--- config.mk ---
export PLATFORM = sky130hd
export DESIGN_NAME = nsc_tracker
export DESIGN_NICKNAME = d
export VERILOG_FILES = /design/src/hw/rtl/nsc_pkg.sv /design/src/hw/rtl/nsc_tracker.sv
export SDC_FILE = /design/constraint.sdc
export NUM_CORES = 1
export LEC_CHECK = 0
export BUFFER_PORTS_ARGS = -buffer_cell sky130_fd_sc_hd__buf_2
export CAP_MARGIN = 10
export CORE_AREA = 2 2 68 70
export DETAILED_ROUTE_END_ITERATION = 12
export DIE_AREA = 0 0 70 72
export PLACE_DENSITY = 0.75
export RECOVER_POWER = 25
export SLEW_MARGIN = 30
export SYNTH_ARGS = -nofsm -noshare
export SYNTH_HDL_FRONTEND = slang
export SYNTH_SLANG_ARGS = --single-unit
--- constraint.sdc ---
create_clock -name clk -period 2.8 [get_ports clk]
set_input_delay 0.42 -clock clk [delete_from_list [all_inputs] [get_ports clk]]
set_output_delay 0.42 -clock clk [all_outputs]
set_load 0.01 [all_outputs]
--- src/hw/rtl/nsc_pkg.sv ---
// shared constants, types and helpers for the nmea sentence checker
// no dependencies; imported by every module of the block

package nsc_pkg;

    // sentence length limit and the counter that follows it
    localparam int unsigned MAX_LEN   = 127;
    localparam int unsigned LIMIT_LEN = (MAX_LEN > 255) ? 255 : MAX_LEN;
    localparam int unsigned CNT_W     = $clog2(LIMIT_LEN + 1);

    // field widths
    localparam int unsigned BYTE_W   = 8;
    localparam int unsigned TYPE_W   = 2;
    localparam int unsigned LEN_W    = 7;
    localparam int unsigned LEN_MAX  = (1 << LEN_W) - 1;
    localparam int unsigned RES_W    = 1 + TYPE_W + LEN_W;
    localparam int unsigned M_DATA_W = ((RES_W + 7) / 8) * 8;
    localparam int unsigned CFG_W    = 8;

    // character codes
    localparam logic [BYTE_W-1:0] CH_DOLLAR = 8'd36;
    localparam logic [BYTE_W-1:0] CH_STAR   = 8'd42;
    localparam logic [BYTE_W-1:0] CH_CR     = 8'd13;
    localparam logic [BYTE_W-1:0] CH_NINE   = 8'd57;
    localparam logic [BYTE_W-1:0] DIGIT_OFS = 8'd48;
    localparam logic [BYTE_W-1:0] ALPHA_OFS = 8'd55;

    // header bytes sit at these positions
    localparam int unsigned HDR_FIRST = 1;
    localparam int unsigned HDR_LAST  = 5;

    // sentence type codes
    localparam logic [TYPE_W-1:0] TYPE_UNKNOWN = 2'd0;
    localparam logic [TYPE_W-1:0] TYPE_GGA     = 2'd1;
    localparam logic [TYPE_W-1:0] TYPE_RMC     = 2'd2;

    // configuration register indexes and reset values
    localparam logic CFG_GGA_CODE = 1'b0;
    localparam logic CFG_RMC_CODE = 1'b1;
    localparam logic [CFG_W-1:0] GGA_CODE_RST = 8'd86;
    localparam logic [CFG_W-1:0] RMC_CODE_RST = 8'd75;

    // sentence state seen by the result logic
    typedef struct packed {
        logic              close;
        logic [CNT_W-1:0]  byte_count;
        logic [BYTE_W-1:0] running_xor;
        logic [BYTE_W-1:0] header_xor;
        logic [BYTE_W-1:0] previous_byte;
        logic [BYTE_W-1:0] last_byte;
        logic              overflowed;
    } nsc_status_t;

    // upper-case hex digit value, modulo 256
    function automatic logic [BYTE_W-1:0] hex_digit(input logic [BYTE_W-1:0] c);
        logic [BYTE_W-1:0] v;
        if (c <= CH_NINE)
        begin
            v = c - DIGIT_OFS;
        end
        else
        begin
            v = c - ALPHA_OFS;
        end
        return v;
    endfunction

    // byte count saturated to the length field
    function automatic logic [LEN_W-1:0] sat_len(input logic [CNT_W-1:0] c);
        logic [LEN_W-1:0] v;
        if (int'(c) > int'(LEN_MAX))
        begin
            v = LEN_W'(LEN_MAX);
        end
        else
        begin
            v = LEN_W'(c);
        end
        return v;
    endfunction

endpackage

--- src/hw/rtl/nsc_tracker.sv ---
// per-byte sentence tracking: hunt, count, running and header xor
// depends on nsc_pkg

module nsc_tracker (
    input  logic                        clk,
    input  logic                        rst_n,
    input  logic                        accept,
    input  logic [nsc_pkg::BYTE_W-1:0]  rx_byte,
    output nsc_pkg::nsc_status_t        status
);
    import nsc_pkg::*;

    logic              hunting_reg, hunting_next;
    logic [CNT_W-1:0]  count_reg, count_next;
    logic [BYTE_W-1:0] run_xor_reg, run_xor_next;
    logic              star_reg, star_next;
    logic [BYTE_W-1:0] hdr_xor_reg, hdr_xor_next;
    logic              hdr_star_reg, hdr_star_next;
    logic [BYTE_W-1:0] prev_reg, prev_next;
    logic [BYTE_W-1:0] last_reg, last_next;
    logic              ovf_reg, ovf_next;

    logic is_star;
    logic is_dollar;
    logic in_header;

    assign is_star   = (rx_byte == CH_STAR);
    assign is_dollar = (rx_byte == CH_DOLLAR);
    assign in_header = (count_reg >= CNT_W'(HDR_FIRST)) && (count_reg <= CNT_W'(HDR_LAST));

    // next sentence state for the byte on the input
    always_comb
    begin
        hunting_next  = hunting_reg;
        count_next    = count_reg;
        run_xor_next  = run_xor_reg;
        star_next     = star_reg;
        hdr_xor_next  = hdr_xor_reg;
        hdr_star_next = hdr_star_reg;
        prev_next     = prev_reg;
        last_next     = last_reg;
        ovf_next      = ovf_reg;
        if (accept)
        begin
            if (hunting_reg)
            begin
                if (is_dollar)
                begin
                    hunting_next  = 1'b0;
                    count_next    = CNT_W'(1);
                    run_xor_next  = '0;
                    star_next     = 1'b0;
                    hdr_xor_next  = '0;
                    hdr_star_next = 1'b0;
                    prev_next     = '0;
                    last_next     = CH_DOLLAR;
                    ovf_next      = 1'b0;
                end
            end
            else if (rx_byte == CH_CR)
            begin
                hunting_next = 1'b1;
            end
            else
            begin
                if (count_reg >= CNT_W'(LIMIT_LEN))
                begin
                    ovf_next = 1'b1;
                end
                else
                begin
                    count_next = count_reg + CNT_W'(1);
                end
                if (is_star)
                begin
                    star_next = 1'b1;
                end
                else if (!is_dollar && !star_reg)
                begin
                    run_xor_next = run_xor_reg ^ rx_byte;
                end
                if (in_header)
                begin
                    if (is_star)
                    begin
                        hdr_star_next = 1'b1;
                    end
                    else if (!is_dollar && !hdr_star_reg)
                    begin
                        hdr_xor_next = hdr_xor_reg ^ rx_byte;
                    end
                end
                prev_next = last_reg;
                last_next = rx_byte;
            end
        end
    end

    // sentence state registers
    always_ff @(posedge clk or negedge rst_n)
    begin
        if (!rst_n)
        begin
            hunting_reg  <= 1'b1;
            count_reg    <= '0;
            run_xor_reg  <= '0;
            star_reg     <= 1'b0;
            hdr_xor_reg  <= '0;
            hdr_star_reg <= 1'b0;
            prev_reg     <= '0;
            last_reg     <= '0;
            ovf_reg      <= 1'b0;
        end
        else
        begin
            hunting_reg  <= hunting_next;
            count_reg    <= count_next;
            run_xor_reg  <= run_xor_next;
            star_reg     <= star_next;
            hdr_xor_reg  <= hdr_xor_next;
            hdr_star_reg <= hdr_star_next;
            prev_reg     <= prev_next;
            last_reg     <= last_next;
            ovf_reg      <= ovf_next;
        end
    end

    // status towards the result stage
    always_comb
    begin
        status.close         = !hunting_reg && (rx_byte == CH_CR);
        status.byte_count    = count_reg;
        status.running_xor   = run_xor_reg;
        status.header_xor    = hdr_xor_reg;
        status.previous_byte = prev_reg;
        status.last_byte     = last_reg;
        status.overflowed    = ovf_reg;
    end

endmodule

# [Word-level counts from Yosys, hierarchy flattened]
# Cells that the tools add are included.
[word_totals] elab_cells=74 ff_bits=43
[classes] n_reduce_logical=20 bitwise_logic=2 mux=32 n_lt_le_gt_ge=3 n_addsub=1 n_eq_ne=7
[op_table] operator="$mux W8" count=15
[op_table] operator="$mux W7" count=4
[op_table] operator="$eq A8 B6 Y1 const B" count=2
[op_table] operator="$xor A8 B8 Y8" count=2
[op_table] operator="$mux W1" count=13
[op_table] operator="$reduce_and A4 Y1" count=3
[op_table] operator="$reduce_and A5 Y1" count=2
[op_table] operator="$reduce_bool A2 Y1" count=5
[op_table] operator="$eq A8 B4 Y1 const B" count=1
[op_table] operator="$add A7 B1 Y7 const B" count=1
[op_table] operator="$ge A7 B1 Y1 const B" count=1
[op_table] operator="$ge A7 B7 Y1 const B" count=1
[op_table] operator="$le A7 B3 Y1 const B" count=1
[op_table] operator="$ne A2 B2 Y1 const B" count=3
[op_table] operator="$reduce_and A6 Y1" count=1
[op_table] operator="$logic_and A1 B1 Y1" count=4
[op_table] operator="$logic_not A1 Y1" count=4
[op_table] operator="$reduce_and A3 Y1" count=1
[op_table] operator="$ne A2 B1 Y1 const B" count=1

# [Longest topological paths before layout]
[logic_depth] ltp_word=8 ltp_mapped=8 depth_no_buf=7

# [Worst setup path before layout]
# Ideal clock, no wire load.
[synth_path] path_type="reg-to-reg" from="register count_reg[3]" to="register hdr_xor_reg[0]" arrival_time_ps=1921 path_buffers=0 path_stages_with_launch=6 slack_ps=755 period_less_slack_ps=2045 cell_sequence="dfrtp_1 or4_4 a2111oi_4 and2_1 nor3b_1 a211o_1"
[synth_via] elab_chain_len=4 word_cells_on_any_way=5 cone_classes="order compare (2); reduce/logical (3)"
[synth_lines] item="from (decl)" line="nsc_tracker.sv:14" source="logic [CNT_W-1:0] count_reg, count_next;"
[synth_lines] item="from (signal assigned)" line="nsc_tracker.sv:117" source="count_reg <= count_next;"
[synth_lines] item="$ge A7 B1 Y1 or $le A7 B3 Y1 (tied branches)" line="nsc_tracker.sv:29" source="assign in_header = (count_reg >= CNT_W'(HDR_FIRST)) && (count_reg <= CNT_W'(HDR_LAST));"
[synth_lines] item="$logic_and A1 B1 Y1 (*)" line="nsc_tracker.sv:29"
[synth_lines] item="$reduce_bool A2 Y1 (no line) (*)"
[synth_lines] item="$reduce_and A6 Y1 (no line) (*)"
[synth_lines] item="to (signal assigned)" line="nsc_tracker.sv:120" source="hdr_xor_reg <= hdr_xor_next;"
[synth_lines] item="to (decl)" line="nsc_tracker.sv:17" source="logic [BYTE_W-1:0] hdr_xor_reg, hdr_xor_next;"
# Every way passes the cells marked *; elsewhere a longest branch is shown, timed or not.
# A chain may end at the register's enable or synchronous reset.

# [Final worst setup path]
# Ends and elaborated chain as after synthesis.

==> reports/metrics.csv <==
stage;metric;value;unit
finish;regArea;0.00108;mm^2
timing;worstMarginPinSlew;749;ps
finish;final_area;0.00253;mm^2
pwr;leakage;1.20;nW
timing;fin_crit;2190;ps
finish;fill_cells;380;
die;chipHeight;72;um
logic_synthesis;yosysSeqAreaShare;49.3;%
setup_path;crit_path_max_fanout;8;
logic_synthesis;ys.flop_type;dfrtp_1;
timing;setup_tns;0;ps
clocking;postCtsSetupBuffers;0;
job;maxCapViolCount;0;
setup_path;arrival;2370;ps
logic_synthesis;synth_top_area_share;48.1;%
logic_synthesis;synth_common_cells;dfrtp_1 (42), a22o_1 (15), nand3_1 (14);
finish;syn_to_final_growth;16.0;%
timing;whs;96.1;ps
routing;first_pass_iters;4;
hold_path;hp-class;input pin to asynchronous set/reset pin;
placement;place.gp.congestion;0.730;
routing;wire_per_inst;15.7;um
logic_synthesis;synthesis.nets;219;
logic_synthesis;netlist_area;0.00218;mm^2
finish;drive_gt1_share;28.1;%
die;start_util;51.2;%
placement;numPortBuffers;51;
logic_synthesis;synth_area_leaders;dfrtp_1 (48%), a22o_1 (6.0%), nor2b_1 (3.7%), nand3_1 (3.2%), a22oi_1 (2.8%);
global_route;grt_pass1_vias;1714;
logic_synthesis;ys_ff_latch;43;
placement;place_ws;566;ps
routing;num_vias;1843;
global_route;grt_max_degree;44;
clocking;clk_pin_slew;80;ps
clocking;cts_hold_buf;0;
global_route;track_usage;20.6;%
logic_synthesis;synth_warnings;0;
setup_path;reg2regPathDepth;5;
timing;relSlewSlack;49.9;%
timing;fmax;0.457;GHz
clocking;cts.sink_count;43;
pwr;irDropWorstVdd;369;uV
clocking;ctsResizeCount;0;
setup_path;critical_path_class;flop to flop;
routing;ant_nets;0;
die;placementRows;24;
timing;fin_worst_skew;9.80;ps
logic_synthesis;ys_types;48;
timing;setup_viol;0;
routing;detailedRoute.firstIterationViolations;96;
global_route;antenna_found_initial;0;
pwr;cellPowerDensity;979;mW/mm^2
logic_synthesis;avgSynthCellArea;10.6;um^2
die;core_area;0.00426;mm^2
routing;routed_wl;4.84;mm
clocking;insertion_delay;300;ps
global_route;grt_pass1_wl;8.33;mm
clocking;cts_buffers;5;
timing;drv_slew;0;
clocking;h-tree-depth;2;
timing;rsz0062_at_grt;no;
setup_path;cp-end-kind;flop;
timing;finalCritPeriodShare;78.2;%
pwr;total_power;2.48;mW
clocking;cts-root-buf;clkbuf_8;
die;die_area;0.00504;mm^2
timing;setup_slack;611;ps
clocking;cts_tree;done;
clocking;cts_buffer_depth;2;
logic_synthesis;synth_edf_count;0;
timing;hold_viol;0;
run_status;status;complete, no violations;
global_route;grt_overflow;0;
placement;placed_area;0.00244;mm^2
finish;diodes;0;
die;die_w;70;um
setup_path;critPathRequiredTime;2980;ps
logic_synthesis;yosysMostFrequentCell;dfrtp_1;
logic_synthesis;async_reset_ff_share;100;%
finish;final_nets;268;
placement;place.detailed.hpwl;3.31;mm
setup_path;start_kind;flop;
die;pin_count;52;
routing;post-route-drc-count;0;
logic_synthesis;synthCells;206;
routing;vias_per_cell;5.98;
finish;multiInputGateArea;1000;um^2
logic_synthesis;synth_top_area_cell;dfrtp_1;
routing by layer:
metal  wire length, um  share of wire, %  track usage [%]
met5                 0                 0                0
met1              2250                47             28.4
met2              2280                47             32.6
met3               227               4.7             3.61
met4                81               1.7             8.55
final cells by class:
| class | instances | area share [%] |
|---|---|---|
| inverter | 5 | 0.741 |
| timing repair buffer | 55 | 11.4 |
| sequential | 43 | 42.5 |
| clock buffer | 6 | 2.86 |
| tap | 52 | 2.57 |
| clock inverter | 2 | 0.494 |
| multi-input combinational | 145 | 39.5 |
power by group:
group	internal [mW]	leakage, nW	switching, mW
logic	0.495	0.620	0.499
clock network	0.175	0.0412	0.218
registers	0.868	0.544	0.226
total	1.54	1.20	0.944
kinds of logic after synthesis:
group	after synthesis	synth area share (%)
adders and majority gates	2	1.15
DFF	43	49.3
AOI/OAI and AO/OA	61	22.8
and+or+nand+nor	82	21.8
buffers and inverters	18	4.99
stage by stage:
step,std cells,utilization (%)
6_report,308,59.4
5_1_grt,308,59.4
4_1_cts,308,59.3
3_5_place_dp,300,57.3
3_3_place_gp,300,57.3
2_1_floorplan,206,-
critical path, stage by stage (launching register included):
cell,delay (ps)
dfrtp_1,450
or4_4,580
a2111oi_4,510
and2_1,210
nor3b_1,50
a211o_1,270
path summary, 6_finish.rpt:
kind                                                  from                    endpoint  slack, ps
worst max-delay path              count_reg[3]$_DFFE_PN0P_  hdr_xor_reg[0]$_DFFE_PN0P_        610
worst max register to register    count_reg[3]$_DFFE_PN0P_  hdr_xor_reg[0]$_DFFE_PN0P_        610
min in group clk                                    accept     hunting_reg$_DFFE_PN1P_        350
max in group asynchronous                            rst_n    count_reg[3]$_DFFE_PN0P_       2320
worst min register to register  run_xor_reg[1]$_DFFE_PN0P_  run_xor_reg[1]$_DFFE_PN0P_        500
worst min-delay path                                 rst_n     prev_reg[4]$_DFFE_PN0P_        100
placed cells by master (no fill, tap or decap), types with 3 or more instances in the layout:
master	Yosys	layout
nand3b_1	8	8
a22oi_1	8	8
a21oi_1	7	7
nand2_1	10	10
buf_2	3	50
o41ai_1	4	4
dfrtp_1	42	42
buf_4	2	5
or3_1	4	4
o31ai_1	4	4
nor3_1	4	4
nor2_1	11	10
a22o_1	15	15
nand3_1	14	14
nor2b_1	13	13
inv_1	5	5
clkbuf_8	0	5
nand2b_1	4	4
o21ai_0	3	3
a221o_1	3	3
a31oi_1	4	4
(Power assumes the default switching activity.)
